**config.mk**
```make
export PLATFORM = sky130hd
export DESIGN_NAME = color_blob_centroid_tracker_flat
export DESIGN_NICKNAME = d
export VERILOG_FILES = /design/src/sv/cbct_pkg.sv /design/src/sv/cbct_pix_if.sv /design/src/sv/cbct_res_if.sv /design/src/sv/cbct_ctrl.sv /design/src/sv/cbct_dp.sv /design/src/sv/color_blob_centroid_tracker.sv /design/src/flat_wrapper.sv
export SDC_FILE = /design/constraint.sdc
export NUM_CORES = 1
export LEC_CHECK = 0
export BUFFER_PORTS_ARGS = -buffer_cell sky130_fd_sc_hd__buf_4
export CAP_MARGIN = 10
export CELL_PAD_IN_SITES_DETAIL_PLACEMENT = 1
export CELL_PAD_IN_SITES_GLOBAL_PLACEMENT = 2
export CORE_ASPECT_RATIO = 1.5
export CORE_UTILIZATION = 41
export DETAILED_ROUTE_END_ITERATION = 6
export PLACE_DENSITY = 0.82
export SYNTH_ARGS = -nofsm -noshare
export SYNTH_HDL_FRONTEND = slang
export SYNTH_HIERARCHICAL = 1
export SYNTH_SLANG_ARGS = --single-unit
```
**constraint.sdc**
```tcl
create_clock -name clk_i -period 10 [get_ports clk_i]
set_input_delay 0.5 -clock clk_i [delete_from_list [all_inputs] [get_ports clk_i]]
set_output_delay 0.5 -clock clk_i [all_outputs]
set_load 0.05 [all_outputs]
```
**src/sv/cbct_pkg.sv**
```systemverilog
`timescale 1ns / 1ps

package cbct_pkg;

  // Pixel and coordinate widths
  localparam int CoordBits  = 10;
  localparam int ColorCount = 2;
  localparam int ChanW      = 8;
  localparam int ColorW     = 1;

  // Configuration register widths
  localparam int RangeW   = 6 * ChanW;
  localparam int AreaW    = 28;
  localparam int CfgIdxW  = 2;
  localparam int CfgDataW = RangeW;

  // Accumulator widths: a count reaches 2^(2*CoordBits) at most
  localparam int CountW    = 2 * CoordBits + 1;
  localparam int SumW      = CountW + CoordBits;
  localparam int AreaCalcW = CountW + 8;
  localparam int DshW      = CountW + CoordBits - 1;
  localparam int StepW     = $clog2(CoordBits);

  localparam logic [CountW-1:0] CountCap = CountW'(1) << (2 * CoordBits);

  // Register indexes
  localparam logic [CfgIdxW-1:0] REG_RANGE_GO   = 2'd0;
  localparam logic [CfgIdxW-1:0] REG_RANGE_STOP = 2'd1;
  localparam logic [CfgIdxW-1:0] REG_MIN_AREA   = 2'd2;

  // Reset limits: low H,S,V in the low bytes, then high H,S,V
  localparam logic [RangeW-1:0] RangeGoReset   = 48'h6EFF_5030_D93A;
  localparam logic [RangeW-1:0] RangeStopReset = 48'hB3FF_0F5F_DD00;

  // Controller to datapath
  typedef struct packed {
    logic acc;   // accumulate the accepted pixel
    logic sel;   // pick the winner and load the dividers
    logic step;  // one quotient bit
    logic emit;  // load the result register and clear the accumulators
  } cmd_t;

  // Datapath to controller
  typedef struct packed {
    logic found;     // some color qualifies
    logic div_last;  // final quotient bit in progress
    logic out_free;  // result register can take a new item
  } status_t;

endpackage

```
**src/sv/cbct_pix_if.sv**
```systemverilog
`timescale 1ns / 1ps

interface cbct_pix_if;
  logic                         valid;
  logic                         ready;
  logic [cbct_pkg::ChanW-1:0]     hue;
  logic [cbct_pkg::ChanW-1:0]     sat;
  logic [cbct_pkg::ChanW-1:0]     val;
  logic [cbct_pkg::CoordBits-1:0] col;
  logic [cbct_pkg::CoordBits-1:0] row;
  logic                         frame_end;

  modport source (output valid, hue, sat, val, col, row, frame_end, input ready);
  modport sink   (input valid, hue, sat, val, col, row, frame_end, output ready);
endinterface

```
**src/sv/cbct_res_if.sv**
```systemverilog
`timescale 1ns / 1ps

interface cbct_res_if;
  logic                           valid;
  logic                           ready;
  logic                           found;
  logic [cbct_pkg::ColorW-1:0]    color;
  logic [cbct_pkg::CoordBits-1:0] pos_x;
  logic [cbct_pkg::CoordBits-1:0] pos_y;
  logic [cbct_pkg::AreaW-1:0]     area;

  modport source (output valid, found, color, pos_x, pos_y, area, input ready);
  modport sink   (input valid, found, color, pos_x, pos_y, area, output ready);
endinterface

```
**src/sv/cbct_ctrl.sv**
```systemverilog
`timescale 1ns / 1ps

module cbct_ctrl (
  input  logic              clk_i,
  input  logic              rst_ni,
  input  logic              in_valid_i,
  input  logic              in_frame_end_i,
  output logic              in_ready_o,
  output cbct_pkg::cmd_t    cmd_o,
  input  cbct_pkg::status_t status_i
);

  typedef enum logic [3:0] {
    ST_ACC  = 4'b0001,
    ST_SEL  = 4'b0010,
    ST_DIV  = 4'b0100,
    ST_EMIT = 4'b1000
  } state_e;

  state_e state_q, state_d;

  // Take pixels only while accumulating
  assign in_ready_o = (state_q == ST_ACC);

  // Issue commands and advance
  always_comb begin
    state_d   = state_q;
    cmd_o     = '0;
    unique case (state_q)
      ST_ACC: begin
        cmd_o.acc = in_valid_i;
        if (in_valid_i && in_frame_end_i) begin
          state_d = ST_SEL;
        end
      end
      ST_SEL: begin
        cmd_o.sel = 1'b1;
        state_d   = status_i.found ? ST_DIV : ST_EMIT;
      end
      ST_DIV: begin
        cmd_o.step = 1'b1;
        if (status_i.div_last) begin
          state_d = ST_EMIT;
        end
      end
      ST_EMIT: begin
        if (status_i.out_free) begin
          cmd_o.emit = 1'b1;
          state_d    = ST_ACC;
        end
      end
      default: begin
        state_d = ST_ACC;
      end
    endcase
  end

  always_ff @(posedge clk_i or negedge rst_ni) begin
    if (!rst_ni) begin
      state_q <= ST_ACC;
    end else begin
      state_q <= state_d;
    end
  end

endmodule

```
**src/sv/cbct_dp.sv**
```systemverilog
`timescale 1ns / 1ps

module cbct_dp (
  input  logic                            clk_i,
  input  logic                            rst_ni,
  input  cbct_pkg::cmd_t                  cmd_i,
  output cbct_pkg::status_t               status_o,
  input  logic                            cfg_we_i,
  input  logic [cbct_pkg::CfgIdxW-1:0]    cfg_idx_i,
  input  logic [cbct_pkg::CfgDataW-1:0]   cfg_wdata_i,
  input  logic [cbct_pkg::ChanW-1:0]      hue_i,
  input  logic [cbct_pkg::ChanW-1:0]      sat_i,
  input  logic [cbct_pkg::ChanW-1:0]      val_i,
  input  logic [cbct_pkg::CoordBits-1:0]  col_i,
  input  logic [cbct_pkg::CoordBits-1:0]  row_i,
  output logic                            out_valid_o,
  input  logic                            out_ready_i,
  output logic                            found_o,
  output logic [cbct_pkg::ColorW-1:0]     color_o,
  output logic [cbct_pkg::CoordBits-1:0]  pos_x_o,
  output logic [cbct_pkg::CoordBits-1:0]  pos_y_o,
  output logic [cbct_pkg::AreaW-1:0]      area_o
);

  localparam int NCol = cbct_pkg::ColorCount;
  localparam int CW   = cbct_pkg::ChanW;

  // True when every channel lies inside the box, limits inclusive
  function automatic logic in_box(input logic [cbct_pkg::RangeW-1:0] box,
                                  input logic [CW-1:0] h,
                                  input logic [CW-1:0] s,
                                  input logic [CW-1:0] v);
    logic ok;
    ok = (h >= box[0*CW +: CW]) && (h <= box[3*CW +: CW]) &&
         (s >= box[1*CW +: CW]) && (s <= box[4*CW +: CW]) &&
         (v >= box[2*CW +: CW]) && (v <= box[5*CW +: CW]);
    return ok;
  endfunction

  // Configuration registers
  logic [cbct_pkg::RangeW-1:0] range_go_q, range_stop_q;
  logic [cbct_pkg::AreaW-1:0]  min_area_q;

  always_ff @(posedge clk_i or negedge rst_ni) begin
    if (!rst_ni) begin
      range_go_q   <= cbct_pkg::RangeGoReset;
      range_stop_q <= cbct_pkg::RangeStopReset;
      min_area_q   <= '0;
    end else if (cfg_we_i) begin
      unique case (cfg_idx_i)
        cbct_pkg::REG_RANGE_GO:   range_go_q   <= cfg_wdata_i;
        cbct_pkg::REG_RANGE_STOP: range_stop_q <= cfg_wdata_i;
        cbct_pkg::REG_MIN_AREA:   min_area_q   <= cfg_wdata_i[cbct_pkg::AreaW-1:0];
        default: ;
      endcase
    end
  end

  // Per-color accumulators
  logic [cbct_pkg::CountW-1:0] count_q [NCol];
  logic [cbct_pkg::SumW-1:0]   sum_x_q [NCol];
  logic [cbct_pkg::SumW-1:0]   sum_y_q [NCol];
  logic [NCol-1:0]             hit;

  always_comb begin
    for (int c = 0; c < NCol; c++) begin
      hit[c] = in_box((c == 0) ? range_go_q : range_stop_q, hue_i, sat_i, val_i) &&
               (count_q[c] < cbct_pkg::CountCap);
    end
  end

  // Add matching pixels, clear when the frame result is loaded
  always_ff @(posedge clk_i or negedge rst_ni) begin
    if (!rst_ni) begin
      for (int c = 0; c < NCol; c++) begin
        count_q[c] <= '0;
        sum_x_q[c] <= '0;
        sum_y_q[c] <= '0;
      end
    end else if (cmd_i.emit) begin
      for (int c = 0; c < NCol; c++) begin
        count_q[c] <= '0;
        sum_x_q[c] <= '0;
        sum_y_q[c] <= '0;
      end
    end else if (cmd_i.acc) begin
      for (int c = 0; c < NCol; c++) begin
        if (hit[c]) begin
          count_q[c] <= count_q[c] + 1'b1;
          sum_x_q[c] <= sum_x_q[c] + cbct_pkg::SumW'(col_i);
          sum_y_q[c] <= sum_y_q[c] + cbct_pkg::SumW'(row_i);
        end
      end
    end
  end

  // Pick the largest area above the threshold, lower index on a tie
  logic [cbct_pkg::AreaCalcW-1:0] area_c [NCol];
  logic [cbct_pkg::AreaCalcW-1:0] best_area;
  logic                           best_found;
  logic [cbct_pkg::ColorW-1:0]    best_idx;
  logic [cbct_pkg::SumW-1:0]      sel_sum_x, sel_sum_y;
  logic [cbct_pkg::CountW-1:0]    sel_count;

  always_comb begin
    best_found = 1'b0;
    best_idx   = '0;
    best_area  = '0;
    sel_sum_x  = '0;
    sel_sum_y  = '0;
    sel_count  = '0;
    for (int c = 0; c < NCol; c++) begin
      area_c[c] = {count_q[c], 8'b0} - cbct_pkg::AreaCalcW'(count_q[c]);
      if ((area_c[c] > cbct_pkg::AreaCalcW'(min_area_q)) &&
          (!best_found || (area_c[c] > best_area))) begin
        best_found = 1'b1;
        best_idx   = cbct_pkg::ColorW'(c);
        best_area  = area_c[c];
      end
    end
    for (int c = 0; c < NCol; c++) begin
      if (best_idx == cbct_pkg::ColorW'(c)) begin
        sel_sum_x = sum_x_q[c];
        sel_sum_y = sum_y_q[c];
        sel_count = count_q[c];
      end
    end
  end

  // Winner and restoring dividers, one quotient bit per step
  logic                              win_found_q;
  logic [cbct_pkg::ColorW-1:0]       win_color_q;
  logic [cbct_pkg::AreaW-1:0]        win_area_q;
  logic [cbct_pkg::SumW-1:0]         rem_x_q, rem_y_q;
  logic [cbct_pkg::DshW-1:0]         dsh_q;
  logic [cbct_pkg::CoordBits-1:0]    quo_x_q, quo_y_q;
  logic [cbct_pkg::StepW-1:0]        step_q;
  logic                              ge_x, ge_y;

  assign ge_x = rem_x_q >= {1'b0, dsh_q};
  assign ge_y = rem_y_q >= {1'b0, dsh_q};

  always_ff @(posedge clk_i or negedge rst_ni) begin
    if (!rst_ni) begin
      step_q <= '0;
    end else if (cmd_i.sel) begin
      step_q <= '0;
    end else if (cmd_i.step) begin
      step_q <= step_q + 1'b1;
    end
  end

  always_ff @(posedge clk_i) begin
    if (cmd_i.sel) begin
      win_found_q <= best_found;
      win_color_q <= best_idx;
      win_area_q  <= best_found ? best_area[cbct_pkg::AreaW-1:0] : '0;
      rem_x_q     <= sel_sum_x;
      rem_y_q     <= sel_sum_y;
      dsh_q       <= cbct_pkg::DshW'(sel_count) << (cbct_pkg::CoordBits - 1);
      quo_x_q     <= '0;
      quo_y_q     <= '0;
    end else if (cmd_i.step) begin
      if (ge_x) begin
        rem_x_q <= rem_x_q - {1'b0, dsh_q};
      end
      if (ge_y) begin
        rem_y_q <= rem_y_q - {1'b0, dsh_q};
      end
      quo_x_q <= {quo_x_q[cbct_pkg::CoordBits-2:0], ge_x};
      quo_y_q <= {quo_y_q[cbct_pkg::CoordBits-2:0], ge_y};
      dsh_q   <= dsh_q >> 1;
    end
  end

  // Held position and color, result register
  logic [cbct_pkg::CoordBits-1:0] held_x_q, held_y_q;
  logic [cbct_pkg::ColorW-1:0]    held_color_q;
  logic                           out_valid_q;

  always_ff @(posedge clk_i or negedge rst_ni) begin
    if (!rst_ni) begin
      held_x_q     <= '0;
      held_y_q     <= '0;
      held_color_q <= '0;
      out_valid_q  <= 1'b0;
    end else begin
      if (cmd_i.emit) begin
        out_valid_q <= 1'b1;
        if (win_found_q) begin
          held_x_q     <= quo_x_q;
          held_y_q     <= quo_y_q;
          held_color_q <= win_color_q;
        end
      end else if (out_ready_i) begin
        out_valid_q <= 1'b0;
      end
    end
  end

  always_ff @(posedge clk_i) begin
    if (cmd_i.emit) begin
      found_o <= win_found_q;
      color_o <= win_found_q ? win_color_q : held_color_q;
      pos_x_o <= win_found_q ? quo_x_q : held_x_q;
      pos_y_o <= win_found_q ? quo_y_q : held_y_q;
      area_o  <= win_area_q;
    end
  end

  assign out_valid_o       = out_valid_q;
  assign status_o.found    = best_found;
  assign status_o.div_last = (step_q == cbct_pkg::StepW'(cbct_pkg::CoordBits - 1));
  assign status_o.out_free = !out_valid_q || out_ready_i;

endmodule

```
**src/sv/color_blob_centroid_tracker.sv**
```systemverilog
`timescale 1ns / 1ps
// Channel  Dir  Role    Payload
// pix_i    in   sink    hue, sat, val, col, row, frame_end
// res_o    out  source  found, color, pos_x, pos_y, area
// cfg_*    in   write   cfg_idx_i selects range_go, range_stop, min_area
//
// Pixels inside a frame are taken one per clock.
// The pixel marked frame_end runs through accumulate, select, ten divide steps
// and emit; with no qualifying color the divide steps are skipped.
// The frame rate is set by the shared pair of restoring dividers, one bit a cycle.
// A stalled result holds the emit step with the pixel port closed until it is
// taken. Reset clears accumulators and held values and restores the limits.

module color_blob_centroid_tracker (
  input  logic                          clk_i,
  input  logic                          rst_ni,
  cbct_pix_if.sink                      pix_i,
  cbct_res_if.source                    res_o,
  input  logic                          cfg_we_i,
  input  logic [cbct_pkg::CfgIdxW-1:0]  cfg_idx_i,
  input  logic [cbct_pkg::CfgDataW-1:0] cfg_wdata_i
);

  cbct_pkg::cmd_t    cmd;
  cbct_pkg::status_t status;

  cbct_ctrl u_ctrl (
    .clk_i          (clk_i),
    .rst_ni         (rst_ni),
    .in_valid_i     (pix_i.valid),
    .in_frame_end_i (pix_i.frame_end),
    .in_ready_o     (pix_i.ready),
    .cmd_o          (cmd),
    .status_i       (status)
  );

  cbct_dp u_dp (
    .clk_i       (clk_i),
    .rst_ni      (rst_ni),
    .cmd_i       (cmd),
    .status_o    (status),
    .cfg_we_i    (cfg_we_i),
    .cfg_idx_i   (cfg_idx_i),
    .cfg_wdata_i (cfg_wdata_i),
    .hue_i       (pix_i.hue),
    .sat_i       (pix_i.sat),
    .val_i       (pix_i.val),
    .col_i       (pix_i.col),
    .row_i       (pix_i.row),
    .out_valid_o (res_o.valid),
    .out_ready_i (res_o.ready),
    .found_o     (res_o.found),
    .color_o     (res_o.color),
    .pos_x_o     (res_o.pos_x),
    .pos_y_o     (res_o.pos_y),
    .area_o      (res_o.area)
  );

`ifndef NO_ASSERTIONS
  // A frame end closes the pixel port while the result is computed
  a_frame_end_busy: assert property (@(posedge clk_i) disable iff (!rst_ni)
    (pix_i.valid && pix_i.ready && pix_i.frame_end) |=> !pix_i.ready)
    else $error("pixel accepted right after frame end");

  // Never overwrite a result that has not been taken
  a_emit_free: assert property (@(posedge clk_i) disable iff (!rst_ni)
    cmd.emit |-> status.out_free)
    else $error("result register overwritten");

  // No qualifying color reports zero area
  a_area_zero: assert property (@(posedge clk_i) disable iff (!rst_ni)
    (res_o.valid && !res_o.found) |-> (res_o.area == '0))
    else $error("nonzero area without a found color");
`endif

endmodule
```
**src/flat_wrapper.sv**
```systemverilog
// flat-port wrapper written by rule: the top's interface ports become plain ports
module color_blob_centroid_tracker_flat 
  (clk_i, rst_ni, cfg_we_i, cfg_idx_i, cfg_wdata_i, pix_i_valid, pix_i_hue, pix_i_sat, pix_i_val, pix_i_col, pix_i_row, pix_i_frame_end, pix_i_ready, res_o_valid, res_o_found, res_o_color, res_o_pos_x, res_o_pos_y, res_o_area, res_o_ready);
  cbct_pix_if pix_i_i ();
  cbct_res_if res_o_i ();
  input  logic clk_i;
  input  logic rst_ni;
  input  logic cfg_we_i;
  input  logic [cbct_pkg::CfgIdxW-1:0] cfg_idx_i;
  input  logic [cbct_pkg::CfgDataW-1:0] cfg_wdata_i;
  input wire logic [$bits(pix_i_i.valid)-1:0] pix_i_valid;
  input wire logic [$bits(pix_i_i.hue)-1:0] pix_i_hue;
  input wire logic [$bits(pix_i_i.sat)-1:0] pix_i_sat;
  input wire logic [$bits(pix_i_i.val)-1:0] pix_i_val;
  input wire logic [$bits(pix_i_i.col)-1:0] pix_i_col;
  input wire logic [$bits(pix_i_i.row)-1:0] pix_i_row;
  input wire logic [$bits(pix_i_i.frame_end)-1:0] pix_i_frame_end;
  output wire logic [$bits(pix_i_i.ready)-1:0] pix_i_ready;
  output wire logic [$bits(res_o_i.valid)-1:0] res_o_valid;
  output wire logic [$bits(res_o_i.found)-1:0] res_o_found;
  output wire logic [$bits(res_o_i.color)-1:0] res_o_color;
  output wire logic [$bits(res_o_i.pos_x)-1:0] res_o_pos_x;
  output wire logic [$bits(res_o_i.pos_y)-1:0] res_o_pos_y;
  output wire logic [$bits(res_o_i.area)-1:0] res_o_area;
  input wire logic [$bits(res_o_i.ready)-1:0] res_o_ready;
  assign pix_i_i.valid = pix_i_valid;
  assign pix_i_i.hue = pix_i_hue;
  assign pix_i_i.sat = pix_i_sat;
  assign pix_i_i.val = pix_i_val;
  assign pix_i_i.col = pix_i_col;
  assign pix_i_i.row = pix_i_row;
  assign pix_i_i.frame_end = pix_i_frame_end;
  assign pix_i_ready = pix_i_i.ready;
  assign res_o_valid = res_o_i.valid;
  assign res_o_found = res_o_i.found;
  assign res_o_color = res_o_i.color;
  assign res_o_pos_x = res_o_i.pos_x;
  assign res_o_pos_y = res_o_i.pos_y;
  assign res_o_area = res_o_i.area;
  assign res_o_i.ready = res_o_ready;
  color_blob_centroid_tracker u_core (.clk_i(clk_i), .rst_ni(rst_ni), .pix_i(pix_i_i), .res_o(res_o_i), .cfg_we_i(cfg_we_i), .cfg_idx_i(cfg_idx_i), .cfg_wdata_i(cfg_wdata_i));
endmodule
```
==> flow_summary.toml <==
[place]
hpwl_um = 84200
port_buffers = 151
gp_congestion = 0.944

[global_route]
busiest_layer = "met2"
grt_use_total_pct = 27.2
first_global_vias = 30200
grt-ovfl-total = 0
grt_pass1_wl_um = 177000
grt_max_degree = 96
use_met3_pct = 2.71
antenna_found_initial = 0
use_met2_pct = 50.9
met1_usage_pct = 30.1

[floorplan]
die_w_um = 237
core_area_um2 = 82300
die_h_um = 355
ios = 152
start_util_pct = 41.3
rows = 129
dieArea_um2 = 84200

[cells_and_area]
nets = 4094
drive_gt1_share_pct = 15.0
final_util_pct = 46.4
antennaDiodeCount = 0
area_growth_pct = 12.3

[cts]
cts_buffer_depth = 3
cts.clk_slew.worst_paths_ns = 0.06
htreeDepth = 2
cts_tree = "done"
clock_latency_ns = 0.67
cts_buffers = 56
cts_root_buffer = "clkbuf_16"
cts.sinks = 512

[run]
max-cap-violations = 0

[critical_path]
cp_num_buf_inv = 3
cp_slowest_cell = "nor4_1"
worstPathArrival_ns = 9.22
crit_required_ns = 10.40
path_delay_family = "compound AO/OA/AOI/OAI gates"
cpMostUsedCell = "nand2_1"
critPathLaunchType = "flip-flop"
path_max_fanout = 64
critPathKind = "flip-flop to flip-flop"
critPathCaptureType = "flip-flop"
crit_path_max_incr_delay_ns = 0.85

[synth]
synth.distinct_cells = 82
synthesis.nets = 4018
avgSynthCellArea_um2 = 9.45
synth_seq_cells = 512
synth_edf_count = 163
async_flop_share_pct = 62.5
yosys_most_used_dff = "dfrtp_1"
synthCells = 3599
ys_warn_count = 6
yosysSeqAreaShare_pct = 39.8
syn_area_um2 = 34000

[sta]
fin_crit_sh_pct = 88.2
slew_headroom_pct = 30.6
fmax_mhz = 113
finalSetupViolCount = 0
rsz0062_at_grt = "false"
slew_violations = 0
fin_skew_ns = 0.0372
fin_tns_setup_ns = 0
tightest_slew_ns = 1.04
hold_viol_final = 0
period_needed_ns = 8.82

[route]
wl_um = 115000
via_count = 28400
wl_per_cell_um = 24.0
via_per_inst = 5.96
drc = 0
drtIter0Drc = 1432
first_pass_iters = 5
postRouteAntennaNets = 0

[outcome]
outcome = "finished clean"

[power_and_ir_drop]
power.leakage_nw = 16.3
ir_worst_vdd_v = 0.000145
power_density_nw_per_um2 = 179

[hold_path]
hold_path.class = "input port to flip-flop"
per-layer routing:
metal  vias up  part of all wire [%]  wire, µm
met5         -                     0         0
met4         0                   6.1      6950
met3       259                   3.0      3440
met2       540                    53     60500
met1     14300                    38     43900
li1      13300                     -         -
power by group:
part           total [mW]  switching [mW]  leakage, nW  internal (mW)
clock                2.27           0.970        0.959           1.30
combinational        2.14            1.35         9.57          0.789
sequential           2.43          0.0862         5.78           2.34
cells in the mapped netlist, drive strengths merged (37+ instances only):
cell      n  area (µm²)
dfstp    56        1470
ha      313        3920
nor2    217         817
and3     39         244
mux2i    39         390
clkbuf  154         578
a21oi   227        1140
nor2b    57         357
xor2     38         333
edfxtp  163        4890
nand2   311        1170
o31ai    37         278
o211ai   45         338
mux2    158        1780
nand4    93         582
dfrtp   264        6610
a21o     70         526
o21a     43         323
inv     262         983
nor3     75         375
nand3    99         495
o21ai   191         956
nor4     44         275
xnor2   113         990
cell families (layout without fill, tap and decap cells):
kind of cell	count (synthesis)	after routing	synth area share, %
xor+xnor	151	151	3.89
flops	512	512	39.8
mux	197	197	6.38
fa+ha+maj	319	319	11.9
buf+inv	447	571	5.04
compound gates	868	868	16.7
simple gates	1105	1105	16.3
layout by cell type, fill, tap and decap left out, types with 99 or more instances in the layout:
cell type	count
buf_4	195
nand2_1	308
nor2_1	214
mux2_2	158
ha_1	313
xnor2_1	113
edfxtp_1	163
a21oi_1	226
o21ai_0	190
inv_1	261
nand3_1	99
dfrtp_1	264
path summary, 6_finish.rpt:
| check | start | endpoint | slack, ns | cells past startpoint |
|---|---|---|---|---|
| max | u_core/u_dp/count_q[26] | u_core/u_dp/rem_y_q[17] | 1.18 | 29 |
| max in group asynchronous | rst_ni | u_core/u_dp/range_go_q[44] | 7.53 | 4 |
| min in group asynchronous | rst_ni | u_core/u_dp/sum_x_q[34] | 0.51 | 2 |
| min reg2reg | u_core/u_dp/win_area_q[27] | u_core/u_dp/area_o[27] | 0.44 | 0 |
| max reg2reg | u_core/u_dp/count_q[26] | u_core/u_dp/rem_y_q[17] | 1.18 | 29 |
| min | cfg_wdata_i[45] | u_core/u_dp/range_go_q[45] | 0.06 | 3 |
tightest hold or removal path, cell delays in order:
cell and delay (ns):
buf_4 0.08, nand2_1 0.03, o21ai_0 0.06
sequential cells by signal (all words and copies together) (netlist names), 28 cells and up:
register and count:
u_core/u_dp/range_stop_q 48, u_core/u_dp/area_o 28, u_core/u_dp/sum_y_q 62, u_core/u_dp/range_go_q 48, u_core/u_dp/sum_x_q 62, u_core/u_dp/dsh_q 30
u_core/u_dp/win_area_q 28, u_core/u_dp/rem_x_q 31, u_core/u_dp/rem_y_q 31, u_core/u_dp/min_area_q 28, u_core/u_dp/count_q 42
metrics by stage:
stage | instances | setup WS (ns) | power (mW) | hold slack [ns] | area [µm²]
after floorplan | 3599 | 2.24 | 3.83 | 0.204 | 34000
after detailed placement | 4663 | 1.28 | 4.59 | 0.409 | 36200
after global placement | 4663 | 1.40 | 4.53 | 0.434 | 36200
final | 4771 | 1.18 | 6.84 | 0.0592 | 38200
after global routing | 4771 | 0.612 | 7.17 | 0.0472 | 38200
after CTS | 4770 | 1.23 | 6.89 | 0.0191 | 38200
timing repair:
action | CTS | global route
buffers inserted | 0 | 0
gates resized for setup | 0 | 0
endpoints found under the hold margin | 70 | 0
hold buffers | 1 | 0
layout make-up:
cell class | count | area, µm²
clock inverters | 30 | 368
repair buffers | 200 | 1540
inverters | 265 | 995
fillers | 9414 | 44100
flip-flops and latches | 512 | 13600
clock buffers | 76 | 1610
multi-input cells | 2640 | 18800
well taps | 1048 | 1310
(Power assumes the default switching activity.)
